$ cat config.mk
export PLATFORM = sky130hd
export DESIGN_NAME = cartridge_bank_mapper
export DESIGN_NICKNAME = d
export VERILOG_FILES = /design/src/cbm_pkg.sv /design/src/cartridge_bank_mapper.sv
export SDC_FILE = /design/constraint.sdc
export NUM_CORES = 1
export LEC_CHECK = 0
export BUFFER_PORTS_ARGS = -buffer_cell sky130_fd_sc_hd__buf_2
export CORE_ASPECT_RATIO = 0.8
export CORE_MARGIN = 4
export CORE_UTILIZATION = 47
export CTS_CLUSTER_DIAMETER = 40
export CTS_CLUSTER_SIZE = 10
export DETAILED_ROUTE_END_ITERATION = 10
export GPL_TIMING_DRIVEN = 0
export HOLD_SLACK_MARGIN = 0.06
export PLACE_DENSITY = 0.78
export SLEW_MARGIN = 20
export SYNTH_ARGS = -nofsm -noshare
export SYNTH_HDL_FRONTEND = slang
export SYNTH_SLANG_ARGS = --single-unit
$ cat constraint.sdc
create_clock -name clk -period 8.6 [get_ports clk]
set_clock_uncertainty 0.2 [all_clocks]
set_input_delay 0.86 -clock clk [delete_from_list [all_inputs] [get_ports clk]]
set_output_delay 0.86 -clock clk [all_outputs]
set_load 0.02 [all_outputs]
$ cat src/cbm_pkg.sv
// ----------------------------------------------------------------------------
// cbm_pkg - shared definitions for the cartridge bank mapper
// Field widths, register indexes, cartridge type codes and window constants.
// ----------------------------------------------------------------------------
package cbm_pkg;

	// ROM address bits kept on a hit offset
	localparam int ROM_ADDR_BITS = 20;

	localparam int ADDR_W     = 16;
	localparam int DATA_W     = 8;
	localparam int OFF_W      = 20;
	localparam int SIZE_W     = 21;
	localparam int BANK_W     = 4;
	localparam int SREG_W     = 4;
	localparam int CFG_IDX_W  = 2;
	localparam int CFG_DATA_W = 21;
	localparam int BANK_SHIFT = 14;

	localparam int OFF_KEEP = (ROM_ADDR_BITS < OFF_W) ? ROM_ADDR_BITS : OFF_W;
	localparam logic [OFF_W-1:0] OFF_MASK = OFF_W'((64'd1 << OFF_KEEP) - 64'd1);

	typedef enum logic [2:0] {
		CART_FLAT         = 3'd0,
		CART_BANKED       = 3'd1,
		CART_BANKED_LARGE = 3'd2,
		CART_BANKED_RAM   = 3'd3,
		CART_BANKED_ROM   = 3'd4,
		CART_ABSOLUTE     = 3'd5,
		CART_FIXED_SPLIT  = 3'd6,
		CART_UNUSED       = 3'd7
	} cart_type_t;

	// configuration register indexes
	localparam logic [CFG_IDX_W-1:0] CFG_CART_TYPE = 2'd0;
	localparam logic [CFG_IDX_W-1:0] CFG_ROM_SIZE  = 2'd1;
	localparam logic [CFG_IDX_W-1:0] CFG_SOUND_EN  = 2'd2;

	// transaction opcodes
	localparam logic OP_READ  = 1'b0;
	localparam logic OP_WRITE = 1'b1;

	// sizes and fixed-split window bases (bytes)
	localparam logic [SIZE_W-1:0] SIZE_64K     = 21'd65536;
	localparam logic [SIZE_W-1:0] SPLIT_MIN    = 21'd122880;
	localparam logic [SIZE_W-1:0] SPLIT_B_4000 = 21'd106496;
	localparam logic [SIZE_W-1:0] SPLIT_B_6000 = 21'd98304;
	localparam logic [SIZE_W-1:0] SPLIT_B_8000 = 21'd122880;
	localparam logic [SIZE_W-1:0] SPLIT_B_E000 = 21'd114688;

	// bus addresses
	localparam logic [ADDR_W-1:0] A_4000     = 16'h4000;
	localparam logic [ADDR_W-1:0] A_6000     = 16'h6000;
	localparam logic [ADDR_W-1:0] A_8000     = 16'h8000;
	localparam logic [ADDR_W-1:0] A_A000     = 16'hA000;
	localparam logic [ADDR_W-1:0] A_C000     = 16'hC000;
	localparam logic [ADDR_W-1:0] A_E000     = 16'hE000;
	localparam logic [ADDR_W-1:0] A_SPLIT_SW = 16'hFF80;
	localparam logic [ADDR_W-1:0] A_SND_END  = 16'h4009;

	localparam logic [BANK_W-1:0] MAX_BANK = 4'd9;

	// ROM offset of a 16 KiB bank; small ROMs wrap the bank to two bits
	function automatic logic [SIZE_W-1:0] bank_offset(input logic [BANK_W-1:0] bank,
			input logic wrap2);
		logic [SIZE_W-1:0] b;
		b = wrap2 ? SIZE_W'(bank[1:0]) : SIZE_W'(bank);
		return b << BANK_SHIFT;
	endfunction

endpackage

$ cat src/cartridge_bank_mapper.sv
// ----------------------------------------------------------------------------
// cartridge_bank_mapper - bus decoder and bank switch for cartridge ROM
// Decodes each bus transaction against the windows of the cartridge type,
// tracks the switched bank, and flags sound chip register writes.
// ----------------------------------------------------------------------------
//  channel   direction  handshake             payload
//  in        sink       in_valid / in_stall   opcode, bus_address, write_data
//  out       source     out_valid / out_stall rom_hit, ram_hit, rom_offset,
//                                             sound_write, sound_reg, current_bank
//  cfg       sink       cfg_write             cfg_index, cfg_data
//
//  One transaction per clock sustained while out_stall is low; each one passes
//  the input register, then the result register. The bank register is read
//  and updated at the input register stage, so back-to-back writes and reads
//  see each other in order. in_stall rises only when the input register is
//  full and the result register is held by out_stall. Reset clears the bank
//  state, the configuration registers and both valid flags.
// ----------------------------------------------------------------------------
module cartridge_bank_mapper import cbm_pkg::*; (
	input  logic                  clk,
	input  logic                  arst_n,

	input  logic                  cfg_write,
	input  logic [CFG_IDX_W-1:0]  cfg_index,
	input  logic [CFG_DATA_W-1:0] cfg_data,

	input  logic                  in_valid,
	output logic                  in_stall,
	input  logic                  opcode,
	input  logic [ADDR_W-1:0]     bus_address,
	input  logic [DATA_W-1:0]     write_data,

	output logic                  out_valid,
	input  logic                  out_stall,
	output logic                  rom_hit,
	output logic                  ram_hit,
	output logic [OFF_W-1:0]      rom_offset,
	output logic                  sound_write,
	output logic [SREG_W-1:0]     sound_reg,
	output logic [BANK_W-1:0]     current_bank
);

	// configuration
	cart_type_t         cart_q;
	logic [SIZE_W-1:0]  rom_size_q;
	logic               sound_en_q;

	// mapper state
	logic [BANK_W-1:0]  bank_q;
	logic               loaded_q;

	// input register
	logic               valid_s1;
	logic               op_s1;
	logic [ADDR_W-1:0]  addr_s1;
	logic [DATA_W-1:0]  data_s1;

	// result register
	logic               valid_s2;
	logic               rom_hit_s2;
	logic               ram_hit_s2;
	logic [OFF_W-1:0]   off_s2;
	logic               snd_s2;
	logic [SREG_W-1:0]  sreg_s2;
	logic [BANK_W-1:0]  bank_s2;

	// handshake: the result register frees up when empty or being taken
	logic out_free, adv_s1, take_in;
	assign out_free = !valid_s2 || !out_stall;
	assign adv_s1   = valid_s1 && out_free;
	assign in_stall = valid_s1 && !out_free;
	assign take_in  = in_valid && !in_stall;

	// ---------------------------------------------------------------- decode
	logic              small_rom, is_write;
	logic [SIZE_W-1:0] lo14, lo13, fix_off, lim, off;
	logic [SIZE_W-1:0] win_off;
	logic [ADDR_W-1:0] a000_rel;
	logic              fixed_ok, map_ok, ram_sel, rd_hit;
	logic              bank_req, bank_ok, snd_hit;
	logic [BANK_W-1:0] bank_cand, bank_next;

	always_comb begin
		is_write  = (op_s1 == OP_WRITE);
		small_rom = (cart_q == CART_BANKED || cart_q == CART_BANKED_RAM ||
		             cart_q == CART_BANKED_ROM) && (rom_size_q <= SIZE_64K);
		lo14     = SIZE_W'(addr_s1[13:0]);
		lo13     = SIZE_W'(addr_s1[12:0]);
		a000_rel = addr_s1 - A_A000;
		win_off  = bank_offset(bank_q, small_rom);
		lim      = (rom_size_q > SIZE_64K) ? SIZE_64K : rom_size_q;
		fix_off  = '0;
		fixed_ok = 1'b0;
		map_ok   = 1'b0;
		ram_sel  = 1'b0;
		off      = '0;

		// read windows
		case (cart_q)
			CART_FLAT: begin
				// ROM ends at 0xFFFF; larger ROMs show their top 64 KiB
				map_ok = (lim != '0) && (SIZE_W'(addr_s1) >= SIZE_64K - lim);
				off    = SIZE_W'(addr_s1) + rom_size_q - SIZE_64K;
			end
			CART_BANKED, CART_BANKED_LARGE, CART_BANKED_RAM, CART_BANKED_ROM: begin
				if (cart_q == CART_BANKED_LARGE) begin
					fixed_ok = bank_offset(4'd8, small_rom) < rom_size_q;
					fix_off  = bank_offset(4'd8, small_rom);
				end else begin
					fixed_ok = bank_offset(4'd7, small_rom) < rom_size_q;
					fix_off  = bank_offset(4'd7, small_rom);
				end
				if (cart_q == CART_BANKED_ROM)
					fixed_ok = fixed_ok && (bank_offset(4'd6, small_rom) < rom_size_q);
				if (addr_s1 >= A_C000) begin
					map_ok = fixed_ok;
					off    = fix_off + lo14;
				end else if (addr_s1 >= A_8000) begin
					map_ok = loaded_q;
					off    = win_off + lo14;
				end else if (addr_s1 >= A_4000 && fixed_ok) begin
					// middle window: RAM, nothing, or a fixed bank
					ram_sel = (cart_q == CART_BANKED_RAM);
					map_ok  = (cart_q == CART_BANKED_LARGE || cart_q == CART_BANKED_ROM);
					off     = ((cart_q == CART_BANKED_LARGE) ? bank_offset(4'd0, small_rom)
					                                         : bank_offset(4'd6, small_rom))
					          + lo14;
				end
			end
			CART_ABSOLUTE: begin
				if (addr_s1 >= A_8000) begin
					map_ok = 1'b1;
					off    = SIZE_W'(addr_s1);
				end else if (addr_s1 >= A_4000) begin
					map_ok = 1'b1;
					off    = win_off + lo14;
				end
			end
			CART_FIXED_SPLIT: begin
				fixed_ok = rom_size_q > SPLIT_MIN;
				if (addr_s1 >= A_A000 && addr_s1 < A_E000) begin
					map_ok = fixed_ok || loaded_q;
					off    = win_off + SIZE_W'(a000_rel[13:0]);
				end else if (fixed_ok && addr_s1 >= A_4000) begin
					map_ok = 1'b1;
					if (addr_s1 < A_6000)      off = SPLIT_B_4000 + lo13;
					else if (addr_s1 < A_8000) off = SPLIT_B_6000 + lo13;
					else if (addr_s1 < A_A000) off = SPLIT_B_8000 + lo13;
					else                       off = SPLIT_B_E000 + lo13;
				end
			end
			default: begin
				map_ok = 1'b0;
			end
		endcase

		rd_hit = !is_write && map_ok && (off < rom_size_q);

		// bank select on writes
		bank_req  = 1'b0;
		bank_cand = '0;
		case (cart_q)
			CART_BANKED, CART_BANKED_RAM, CART_BANKED_ROM: begin
				bank_req  = addr_s1 >= A_8000 && addr_s1 < A_C000 &&
				            data_s1 < DATA_W'(MAX_BANK);
				bank_cand = data_s1[3:0];
			end
			CART_BANKED_LARGE: begin
				bank_req  = addr_s1 >= A_8000 && addr_s1 < A_C000 &&
				            data_s1 < DATA_W'(MAX_BANK);
				bank_cand = data_s1[3:0] + 4'd1;
			end
			CART_ABSOLUTE: begin
				bank_req  = addr_s1 == A_8000 && (data_s1 == 8'd1 || data_s1 == 8'd2);
				bank_cand = data_s1[3:0] - 4'd1;
			end
			CART_FIXED_SPLIT: begin
				bank_req  = addr_s1 >= A_SPLIT_SW;
				bank_cand = {1'b0, addr_s1[2:0]};
			end
			default: begin
				bank_req = 1'b0;
			end
		endcase
		// a bank is taken only if it starts inside the ROM
		bank_ok   = is_write && bank_req &&
		            (bank_offset(bank_cand, small_rom) < rom_size_q);
		bank_next = bank_ok ? bank_cand : bank_q;

		snd_hit = is_write && sound_en_q && addr_s1 >= A_4000 && addr_s1 < A_SND_END;
	end

	// ------------------------------------------------------- control state
	always_ff @(posedge clk or negedge arst_n) begin
		if (!arst_n) begin
			cart_q     <= CART_FLAT;
			rom_size_q <= '0;
			sound_en_q <= 1'b0;
			bank_q     <= '0;
			loaded_q   <= 1'b0;
			valid_s1   <= 1'b0;
			valid_s2   <= 1'b0;
		end else begin
			if (cfg_write) begin
				case (cfg_index)
					CFG_CART_TYPE: cart_q     <= cart_type_t'(cfg_data[2:0]);
					CFG_ROM_SIZE:  rom_size_q <= cfg_data[SIZE_W-1:0];
					CFG_SOUND_EN:  sound_en_q <= cfg_data[0];
					default: ;
				endcase
			end
			if (adv_s1 && bank_ok) begin
				bank_q   <= bank_cand;
				loaded_q <= 1'b1;
			end
			if (take_in)
				valid_s1 <= 1'b1;
			else if (adv_s1)
				valid_s1 <= 1'b0;
			if (adv_s1)
				valid_s2 <= 1'b1;
			else if (out_free)
				valid_s2 <= 1'b0;
		end
	end

	// ------------------------------------------------------------ payload
	always_ff @(posedge clk) begin
		if (take_in) begin
			op_s1   <= opcode;
			addr_s1 <= bus_address;
			data_s1 <= write_data;
		end
		if (adv_s1) begin
			rom_hit_s2 <= rd_hit;
			ram_hit_s2 <= !is_write && ram_sel;
			off_s2     <= rd_hit ? (off[OFF_W-1:0] & OFF_MASK) : '0;
			snd_s2     <= snd_hit;
			sreg_s2    <= snd_hit ? addr_s1[SREG_W-1:0] : '0;
			bank_s2    <= bank_next;
		end
	end

	assign out_valid    = valid_s2;
	assign rom_hit      = rom_hit_s2;
	assign ram_hit      = ram_hit_s2;
	assign rom_offset   = off_s2;
	assign sound_write  = snd_s2;
	assign sound_reg    = sreg_s2;
	assign current_bank = bank_s2;

endmodule

---- Word-level counts from Yosys, hierarchy flattened ----
Index checks and enable logic that the tools add are counted.
word-level totals
  register bits ........................... 88
  word-level logic and storage cells ...... 147
  bits of input ports ..................... 53
operators by class
  magnitude comparators ................... 21
  add/sub/neg operators ................... 14
  reduce and logical (&&, ||, !) cells .... 42
  equal/unequal tests ..................... 11
  multiplexer cells ....................... 43
operators with widths
  operator                count
  $mux 18                 6
  $lt 21x21->1            4
  $pmux 21 s4             1
  $mux 19                 4
  $add 17x13->18 const A  4
  $ge 16x16->1 const B    4
  $lt 16x16->1 const B    4
  $mux 21                 3
  $gt 21x17->1 const B    2
  $add 18x14->19          2
  $lt 16x15->1 const B    2
  $add 16x21->21          1
  $add 21x14->21          1
  $ge 16x21->1            1
  $le 21x17->1 const B    1
  $logic_and 1x1->1       21
  $lt 18x21->1            1
  $reduce_bool 21->1      1
  $sub 17x21->21 const A  1
  $sub 21x17->21 const B  1
  $mux 1                  19
  $add 17x14->18          1
  $mux 17                 1
  $eq 16x16->1 const B    1
  other kinds (25)        44

---- Longest topological paths before layout ----
Gate-level depths: netlist of run 1.
  depth after elaboration ................. 18
  gate-level depth with buffers ........... 25
  mapped depth without buffers ............ 22

---- Least setup slack after synthesis of run 1 ----
Ideal clock, no wire load.
  kind .................................... reg2reg
  start point ............................. register rom_size_q[3]
  end point ............................... register off_s2[19] (netlist: rom_offset[19]) (data pin)
  required time ........................... 8.243 ns
  slack ................................... 2.778 ns
  library setup time ...................... 0.157 ns
  cell stages (with the launch flop) ...... 25
  data arrival time ....................... 5.465 ns
  clock period less this slack ............ 5.822 ns
  cells stage by stage .................... dfrtp_1 buf_6 or4_4 nor4_4 nand4_4 a21oi_2 nand2_1 ha_1 o21bai_1 o31ai_1 a22oi_1 o211ai_2 nand2_2 or2_4 a22o_2 ha_1 a211oi_1 o21ai_0 a311o_1 a221oi_1 o2111ai_1 nand4_1 nand4_1 buf_2 nor3_1
between the ends
  longest elaborated chain between the ends .. 16
  elaborated cells on any way between the ends .. 50
  classes of those cells .................. add/sub: 7; order compare: 8; mux: 26; reduce/logical: 9
RTL lines
  element                                  RTL line                                                    text
  start: declaration                       cartridge_bank_mapper.sv:45                                 logic [SIZE_W-1:0] rom_size_q;
  start signal: assignment                 cartridge_bank_mapper.sv:207                                CFG_ROM_SIZE: rom_size_q <= cfg_data[SIZE_W-1:0];
  $le 21x17->1                             cartridge_bank_mapper.sv:86                                 cart_q == CART_BANKED_ROM) && (rom_size_q <= SIZE_64K);
  $logic_and 1x1->1                        cartridge_bank_mapper.sv:86
  $mux 3 / $mux 4 (equally long branches)  cbm_pkg.sv:67                                               b = wrap2 ? SIZE_W'(bank[1:0]) : SIZE_W'(bank);
  $lt 21x21->1 (on tied branches)          cartridge_bank_mapper.sv:110, cartridge_bank_mapper.sv:107
  $mux 1                                   cartridge_bank_mapper.sv:106                                if (cart_q == CART_BANKED_LARGE) begin
  $mux 1                                   cartridge_bank_mapper.sv:99                                 case (cart_q)
  $logic_and 1x1->1                        cartridge_bank_mapper.sv:114                                fixed_ok = fixed_ok && (bank_offset(4'd6, small_rom) < rom_size_q);
  $mux 1                                   cartridge_bank_mapper.sv:113                                if (cart_q == CART_BANKED_ROM)
  $mux 1                                   cartridge_bank_mapper.sv:99
  $logic_and 1x1->1                        cartridge_bank_mapper.sv:121                                end else if (addr_s1 >= A_4000 && fixed_ok) begin
  $mux 18                                  cartridge_bank_mapper.sv:121
  $mux 19                                  cartridge_bank_mapper.sv:118                                end else if (addr_s1 >= A_8000) begin
  $mux 21                                  cartridge_bank_mapper.sv:115                                if (addr_s1 >= A_C000) begin
  $pmux 21 s4 (*)                          cartridge_bank_mapper.sv:99
  named net off[6]                         cartridge_bank_mapper.sv:76                                 logic [SIZE_W-1:0] lo14, lo13, fix_off, lim, off;
  $lt 21x21->1 (*)                         cartridge_bank_mapper.sv:157                                rd_hit = !is_write && map_ok && (off < rom_size_q);
  $logic_and 1x1->1 (*)                    cartridge_bank_mapper.sv:157
  end signal: assignment                   cartridge_bank_mapper.sv:237                                off_s2 <= rd_hit ? (off[OFF_W-1:0] & OFF_MASK) : '0;
  end: declaration                         cartridge_bank_mapper.sv:62                                 logic [OFF_W-1:0] off_s2;
The timed path passes the listed nets; every way through them passes the cells marked *. The select of a mux whose other input is x is not followed.
A chain may end at the register's enable or synchronous reset.

---- Worst setup path in the final report of run 1 ----
  start point ............................. register rom_size_q[2]
  end point ............................... register off_s2[16] (netlist: rom_offset[16]) (data pin)
Same word-level chain as after synthesis.

==> impl_metrics.toml, run 1 <==
[layout]
largest-register = "rom_size_q"
final_core_util = 0.552
final_area_mm2 = 0.00751
final_common_cell = "buf_2"
nets = 886
fillers = 1237
area_growth_pct = 14.6
multiInputGateArea_mm2 = 0.00384
drive_gt1_frac = 0.207
seqCellArea_mm2 = 0.00248
largest_reg_flops = 21
diodes = 0
layout_common_cells = "buf_2 (87), ha_1 (60), edfxtp_1 (56)"

[placed_design]
place_congestion = 1.05
io_buffer_count = 85
placedInstanceArea_mm2 = 0.00720
dp_hpwl_um = 14600

[critical_path]
cp.arrival_ns = 7.18
setup.worst_path.start_class = "register"
r2r_start = "rom_size_q[2]$_DFFE_PN0P_"
crit_type = "register to register"
worstPathMaxFanout = 10
r2r.worst_path.cells = 25
crit_required_ns = 8.58
reg2reg_setup_slack_ns = 1.39
crit_path_end_kind = "register"
r2r-end = "rom_offset[16]$_SDFFCE_PN0P_"

[timing]
slew_viol_final = 0
slew_headroom = 0.368
hold-worst-slack_ns = 0.297
rsz0062_at_grt = "no"
tightest_slew_ns = 0.945
finalCriticalPeriod_ns = 7.21
period_share = 0.838
fin_tns_setup_ns = 0
fmax_ghz = 0.139
setup_viol = 0
hold_viol = 0

[outcome]
status = "completed"

[hold_path]
hold_class = "register to register"
min_from = "loaded_q$_DFFE_PN0P_"
hold_end = "loaded_q$_DFFE_PN0P_"
hold_depth = 1

[synthesis]
ys_seq_area_frac = 0.379
ys_ff_latch = 88
synth_area_leaders = "edfxtp_1 (26%), dfrtp_1 (12%), ha_1 (11%)"
synth_top_area_share = 0.257
yosys_warnings = 0
async_flop_share = 0.364
syn-num-nets = 790
ys.flop_type = "edfxtp_1"
synth_cells = 675
synth_area_leader_cell = "edfxtp_1"
synth_cell_types = 73
synth_edf_count = 56
synth_area_per_cell_um2 = 9.71
synthesis.area_mm2 = 0.00655

[route]
vias_per_cell = 6.11
drt-total-wl_um = 18400
drt_first_pass_iters = 5
detail_route.iter0.violations = 671
num_vias = 5841
ant_nets = 0
detail_route.drc_violations = 0
routedWlPerCell_um = 19.3

[global_routing]
track_usage = 0.230
grt_pass1_vias = 5198
grt_pass1_wl_um = 28300
gr-total-overflow = 0
antenna_found_initial = 0
grt_max_degree = 33

[power_and_ir_drop]
leakage_uw = 0.00310
p_int_uw = 1030
p_sw_uw = 639
p_clk_frac = 0.235
seq_power_share = 0.356
combinationalPowerShare = 0.409
p_sw_frac = 0.383
power_density_mw_per_mm2 = 223
peakVddDrop_mv = 0.166

[run]
cap_violations = 0

[floorplanning]
ios = 86
die_w_um = 140
core_area_mm2 = 0.0136
initial_core_util = 0.482
chipHeight_um = 114
die_area_mm2 = 0.0159
fp-row-count = 38

[clocking]
post_cts_buffers = 0
cts_buffers = 9
clkTransAtPathRegs_ns = 0.06
clock_latency_ns = 0.36
clockBufferDepth = 2
cts_tree = "built"
cts_hold_buf = 0
clkSinkCount = 88
cts_max_level = 3
cts_resized = 0
cts-root-buf = "clkbuf_16"
[worst max-delay path by stage]
stage	startpoint	to	slack (ns)	cells past startpoint
3_3_place_gp	rom_size_q[2]$_DFFE_PN0P_	rom_offset[16]$_SDFFCE_PN0P_	1.62	24
6_report	rom_size_q[2]$_DFFE_PN0P_	rom_offset[16]$_SDFFCE_PN0P_	1.39	25
2_1_floorplan	rom_size_q[3]$_DFFE_PN0P_	rom_offset[19]$_SDFFCE_PN0P_	2.78	24
4_1_cts	rom_size_q[2]$_DFFE_PN0P_	rom_offset[16]$_SDFFCE_PN0P_	1.55	25
5_1_grt	rom_size_q[2]$_DFFE_PN0P_	rom_offset[19]$_SDFFCE_PN0P_	0.92	25
3_5_place_dp	rom_size_q[2]$_DFFE_PN0P_	rom_offset[16]$_SDFFCE_PN0P_	1.59	25
[cell usage after synthesis (4+ instances only)]
master    number
o21a_1         4
nand3_1       19
nand2b_1      11
o31ai_1        6
dfrtp_1       32
mux2i_1        5
nand2_1       45
a21o_1        12
or2_2          5
a31oi_1        6
nor4_1         9
nand4_1       15
edfxtp_1      56
a211oi_1      12
ha_1          60
o21ai_0       43
a21oi_1       40
nand3b_1       4
nor2b_1       19
inv_1         31
or3_1          4
and3_1         5
o211ai_1       4
mux2_2        28
a311oi_1       5
o21bai_1       4
and2_1         9
xnor2_1       19
a22o_1         8
nor2_1        47
nor3_1        15
clkbuf_1      21
xor2_1         4
nor3b_1        4
[worst max-delay path: stages (launching register included)]
cell	delay (ns)
dfrtp_1	0.43
clkbuf_1	0.23
or4_4	0.47
nor4_4	0.68
nand4_4	0.19
a21oi_2	0.43
nand2_1	0.31
ha_1	0.36
o21bai_1	0.08
o31ai_1	0.23
a22oi_1	0.18
o211ai_2	0.21
nand2_2	0.12
or2_4	0.29
buf_6	0.15
a22o_1	0.26
ha_1	0.30
o21ai_0	0.15
o21ai_0	0.10
a311o_1	0.34
a221oi_1	0.39
o2111ai_1	0.20
nand4_1	0.14
nand4_1	0.16
buf_2	0.24
a31oi_1	0.20
[routing by layer]
metal,part of all wire,track usage,vias up
met5,0,0,-
met4,0.021,0.0691,0
met3,0.13,0.0696,30
met2,0.40,0.315,337
met1,0.45,0.349,2735
li1,-,-,2739
[cells by family (layout without fill, tap and decap cells)]
group / after synthesis / in the layout / share of synthesized area
and+or+nand+nor: 228 / 228 / 0.190
AOI/OAI and AO/OA: 182 / 182 / 0.187
DFF: 88 / 88 / 0.379
adders and majority gates: 63 / 63 / 0.122
buffers and inverters: 58 / 159 / 0.0359
muxes: 33 / 33 / 0.0558
xor gates and xnor gates: 23 / 23 / 0.0307
[through the flow]
stage	setup slack [ns]	cells	total power, uW
floorplan	2.78	675	1070
global placement	1.62	940	1250
finish	1.39	956	1670
global route	0.919	956	1770
CTS	1.55	956	1660
detailed placement	1.59	940	1270
[power groups by stage]
stage               combinational, uW  sequential [uW]  clock [uW]
detailed placement                666              599           0
finish                            684              595         392
floorplan                         479              594           0
CTS                               671              591         400
global placement                  654              598           0
global route                      752              600         419
[cell type report]
type / count / share of cell area
well taps: 180 / 0.0300
flip-flops and latches: 88 / 0.331
inverters: 31 / 0.0155
clock buffers: 9 / 0.0300
repair buffers: 85 / 0.0567
clock inverters: 7 / 0.0103
multi-input cells: 529 / 0.511
plain buffers: 27 / 0.0158
Power figures use the tool's default switching activity.
==> run 2, diff against run 1 <==
==> constraint.sdc (replaced) <==
create_clock -name clk -period 7.3 [get_ports clk]
set_clock_uncertainty 0.2 [all_clocks]
set_input_delay 0.73 -clock clk [delete_from_list [all_inputs] [get_ports clk]]
set_output_delay 0.73 -clock clk [all_outputs]
set_load 0.02 [all_outputs]
==> impl_metrics.toml, run 2 (synthesis gave the netlist of run 1 again) <==
[outcome]
status = "completed"

[route]
drt_first_pass_iters = 5
detail_route.drc_violations = 0
detail_route.iter0.violations = 667
routedWlPerCell_um = 19.2
ant_nets = 0
num_vias = 5835
drt-total-wl_um = 18400
vias_per_cell = 6.08

[timing]
period_share = 0.920
finalCriticalPeriod_ns = 6.71
slew_viol_final = 0
fmax_ghz = 0.149
setup_viol = 0
slew_headroom = 0.373
rsz0062_at_grt = "no"
fin_tns_setup_ns = 0
tightest_slew_ns = 0.938
hold_viol = 0

[global_routing]
use_met3 = 0.0696
track_usage = 0.230
grt.met2_usage = 0.315
gr-total-overflow = 0
grt_pass1_vias = 5198
met1_usage = 0.349
antenna_found_initial = 0
grt_max_degree = 33
grt-busiest-layer = "met1"
grt_pass1_wl_um = 28300

[floorplanning]
die_w_um = 140
initial_core_util = 0.482
core_area_mm2 = 0.0136
die_area_mm2 = 0.0159
ios = 86
chipHeight_um = 114
fp-row-count = 38

[critical_path]
cp.depth = 24
endpoint = "rom_offset[16]$_SDFFCE_PN0P_"
crit_family = "compound AO/OA/AOI/OAI gates"
reg2reg_setup_slack_ns = 0.59
r2r.worst_path.cells = 24
cp.arrival_ns = 6.69
crit_buf_inv = 2
crit_required_ns = 7.28
setup.worst_path.start_class = "register"
cp_cell_sequence = "or4_4, nor4_4, nand4_4, a21oi_4, nand2_1, ha_1, o21bai_1, o31ai_1, a22oi_1, o211ai_2, nand2_2, or2_4, buf_6, a22o_1, ha_1, o21ai_0, o21ai_0, a311o_1, a221oi_1, o2111ai_1, nand4_1, nand4_1, buf_2, a31oi_1"
worstPathMaxFanout = 10
crit_type = "register to register"
r2r-end = "rom_offset[16]$_SDFFCE_PN0P_"
crit_path_start = "rom_size_q[4]$_DFFE_PN0P_"
cpPeakStageDelay_ns = 0.60
r2r_start = "rom_size_q[4]$_DFFE_PN0P_"
crit_path_end_kind = "register"
cp_slowest_cell = "or4_4"

[clocking]
cts_max_level = 3
cts_buffers = 9
clkSinkCount = 88
cts-root-buf = "clkbuf_16"
clkTransAtPathRegs_ns = 0.07
clockBufferDepth = 2
cts_tree = "built"
clock_latency_ns = 0.35

[power_and_ir_drop]
peakVddDrop_mv = 0.195
power_uw = 1970
power_density_mw_per_mm2 = 261
leakage_uw = 0.00312

[layout]
layout.cells.non_filler = 960
area_growth_pct = 15.2
drive_gt1_frac = 0.212
largest_reg_flops = 21
nets = 890
fillers = 1230
largest-register = "rom_size_q"
layout_common_cells = "buf_2 (87), ha_1 (60), edfxtp_1 (56)"
final_common_cell = "buf_2"
diodes = 0
final_core_util = 0.555

[placed_design]
io_buffer_count = 85
post-place-cells = 940
dp_hpwl_um = 14600
place_congestion = 1.05

[run]
cap_violations = 0

[hold_path]
hold_class = "primary input to async pin"
-- run 2: cell count changes in the layout (fill, tap and decap cells not counted) --
cell	before	now
buf_4	0	4
a21oi_2	1	0
a21oi_4	0	1
-- run 2: metrics by stage --
stage	instance area [um^2]	worst slack, ns	hold WS [ns]
finish	7550	0.585	0.242
detailed placement	7200	0.295	0.278
global route	7550	0.166	0.303
global placement	7200	0.317	0.258
floorplan	6550	1.48	0.234
CTS	7510	0.254	0.255
-- run 2: metal layers --
metal  vias up  wire (um)
met5         -          0
met4         0        337
met3        31       2480
met2       353       7300
met1      2703       8330
li1       2748          -
-- run 2: what timing repair did --
item / CTS / global route
setup buffers: 0 / 4
endpoints found under the setup margin: 0 / 21
hold buffers: 0 / 0
resized for setup: 0 / 1
-- run 2: area by class of cell --
class,count,area [um^2],area share
Clock buffer,9,225,0.0298
Timing Repair Buffer,89,455,0.0604
Clock inverter,7,77.6,0.0103
Inverter,31,116,0.0154
Buffer,27,119,0.0158
Sequential cell,88,2480,0.329
Tap cell,180,225,0.0298
Multi-Input combinational cell,529,3840,0.510
-- run 2: report_power, final --
group	leakage, uW	switching [uW]	internal, uW
clock	0.000146	195	268
combinational	0.00205	471	337
sequential	0.000929	87.8	612
total	0.00312	753	1220
-- run 2: how the worst min path moves through the flow --
stage                               from  slack (ns)  cells past startpoint                         end
finish                            arst_n        0.24                      1   rom_size_q[3]$_DFFE_PN0P_
global route                      arst_n        0.30                      1  rom_size_q[19]$_DFFE_PN0P_
CTS                               arst_n        0.25                      1   rom_size_q[3]$_DFFE_PN0P_
detailed placement  loaded_q$_DFFE_PN0P_        0.28                      1        loaded_q$_DFFE_PN0P_
global placement    valid_s1$_DFFE_PN0P_        0.26                      1       out_valid$_DFFE_PN0P_
floorplan                         arst_n        0.23                      0       bank_q[0]$_DFFE_PN0P_
-- run 2: worst reg2reg max path: cells and delay by family (launching register included) --
family	cells	cell delay, ns
AO/OA/AOI/OAI	12	2.55
adder cells (fa/ha/maj)	2	0.65
buffers and inverters	2	0.39
flip-flops	1	0.51
AND/OR/NAND/NOR	8	2.26
==> run 3, diff against run 2 <==
--- a/config.mk
+++ b/config.mk
@@ -5,6 +5,7 @@
 export SDC_FILE = /design/constraint.sdc
 export NUM_CORES = 1
 export LEC_CHECK = 0
+export ABC_AREA = 1
 export BUFFER_PORTS_ARGS = -buffer_cell sky130_fd_sc_hd__buf_2
 export CORE_ASPECT_RATIO = 0.8
 export CORE_MARGIN = 4
==> impl_metrics.toml, run 3 <==
[clocking]
cts_resized = 0
clkSinkCount = 88
cts-root-buf = "clkbuf_16"
clkTransAtPathRegs_ns = 0.07
cts_max_level = 3
post_cts_buffers = 0
cts_buffers = 9
clock_latency_ns = 0.36
cts_tree = "built"
cts_hold_buf = 0
clockBufferDepth = 2

[synthesis]
synth_cells = 850
synth_area_leaders = "edfxtp_1 (25%), dfrtp_1 (12%), ha_1 (11%)"
synth_area_per_cell_um2 = 7.82
synth_cell_types = 51
yosys_warnings = 0
syn-num-nets = 965
synth_common_cells = "nand2_1 (152), inv_1 (118), nor2_1 (96)"
ys.flop_type = "edfxtp_1"
ys_seq_area_frac = 0.373
synth_edf_count = 56
synthesis.area_mm2 = 0.00665
synth_top_area_share = 0.253
synth.most_common_cell = "nand2_1"
async_flop_share = 0.364
ys_ff_latch = 88
synth_area_leader_cell = "edfxtp_1"

[timing]
hold-worst-slack_ns = 0.278
setup_viol = 0
slew_viol_final = 0
period_share = 0.754
tightest_slew_ns = 1.03
fin_tns_setup_ns = 0
finalCriticalPeriod_ns = 5.50
slew_headroom = 0.307
rsz0062_at_grt = "no"
hold_viol = 0
worst_slack_ns = 1.80
fmax_ghz = 0.182

[critical_path]
setup.worst_path.start_class = "register"
worstPathMaxFanout = 10
cp.arrival_ns = 5.39
cpPeakStageDelay_ns = 0.48
crit_path_end_kind = "register"
cp_common_cell = "nand2_1"
crit_required_ns = 7.19
crit_type = "register to register"
cp_slowest_cell = "dfrtp_1"

[floorplanning]
die_area_mm2 = 0.0161
die_w_um = 141
initial_core_util = 0.485
chipHeight_um = 114
core_area_mm2 = 0.0137
fp-row-count = 38
ios = 86

[global_routing]
gr-total-overflow = 0
grt_pass1_vias = 5514
grt_pass1_wl_um = 29300
track_usage = 0.234
antenna_found_initial = 0
grt_max_degree = 33

[route]
drt-total-wl_um = 18500
detail_route.iter0.violations = 682
vias_per_cell = 5.45
num_vias = 6170
detail_route.drc_violations = 0
drt_first_pass_iters = 6
routedWlPerCell_um = 16.3
ant_nets = 0

[layout]
fillers = 1286
area_growth_pct = 14.9
drive_gt1_frac = 0.182
seqCellArea_mm2 = 0.00248
multiInputGateArea_mm2 = 0.00361
largest-register = "rom_size_q"
layout_common_cells = "nand2_1 (152), inv_1 (118), nor2_1 (96)"
nets = 1062
final_common_cell = "nand2_1"
layout.cells.non_filler = 1132
final_area_mm2 = 0.00764
largest_reg_flops = 21
diodes = 0

[outcome]
status = "completed"

[power_and_ir_drop]
leakage_uw = 0.00365
peakVddDrop_mv = 0.197
power_density_mw_per_mm2 = 236

[placed_design]
post-place-cells = 1116
placedInstanceArea_mm2 = 0.00734
io_buffer_count = 85
place_congestion = 0.963
dp_hpwl_um = 14800
post-place-ws_ns = 1.96

[run]
cap_violations = 0

[hold_path]
hold_class = "primary input to async pin"
[run 3: logic make-up (layout without fill, tap and decap cells)]
logic type,count (synthesis),in the layout,share of synthesized area
AND/OR/NAND/NOR,386,386,0.271
buffers and inverters,143,245,0.0851
flip-flops,88,88,0.373
AO/OA/AOI/OAI,158,158,0.135
adder cells (fa/ha/maj),62,62,0.119
XOR/XNOR,13,13,0.0171
[run 3: worst paths after layout]
kind	cells past startpoint	startpoint	slack, ns	end
worst max-delay path	30	rom_size_q[12]$_DFFE_PN0P_	1.80	rom_offset[4]$_SDFFCE_PN0P_
worst min-delay path	1	arst_n	0.28	rom_size_q[9]$_DFFE_PN0P_
worst max register to register	30	rom_size_q[12]$_DFFE_PN0P_	1.80	rom_offset[4]$_SDFFCE_PN0P_
worst min register to register	2	valid_s1$_DFFE_PN0P_	0.29	out_valid$_DFFE_PN0P_
max in group asynchronous	1	arst_n	6.09	rom_size_q[1]$_DFFE_PN0P_
min in group clk	2	valid_s1$_DFFE_PN0P_	0.29	out_valid$_DFFE_PN0P_
[run 3: layer usage]
layer,track usage,wire [um],vias to the layer above
li1,-,-,3051
met1,0.370,9070,2800
met2,0.327,7400,307
met3,0.0551,1840,12
met4,0.0381,159,0
met5,0,0,-
[run 3: where the power goes]
part / switching (uW) / leakage (uW) / internal [uW]
clock network: 209 / 0.000146 / 268
logic: 436 / 0.00261 / 224
registers: 62.7 / 0.000892 / 599
total: 708 / 0.00365 / 1090
[run 3: critical path: cells and delay by family (launching register included)]
kind | cells | cell delay [ns]
buffers and inverters | 6 | 0.96
AOI/OAI and AO/OA | 1 | 0.21
DFF | 1 | 0.48
adders and majority gates | 2 | 0.60
and+or+nand+nor | 21 | 2.73
[run 3: cell type report]
class | instances | share of cell area
Timing Repair Buffer | 86 | 0.0593
Tap cell | 180 | 0.0295
Clock inverter | 7 | 0.0102
Buffer | 13 | 0.0102
Multi-Input combinational cell | 619 | 0.473
Sequential cell | 88 | 0.325
Clock buffer | 9 | 0.0295
Inverter | 130 | 0.0639
[run 3: through the flow]
step | total power [uW] | utilization
global route | 1920 | 0.558
finish | 1800 | 0.558
floorplan | 1120 | -
detailed placement | 1320 | 0.536
CTS | 1800 | 0.558
global placement | 1300 | 0.533
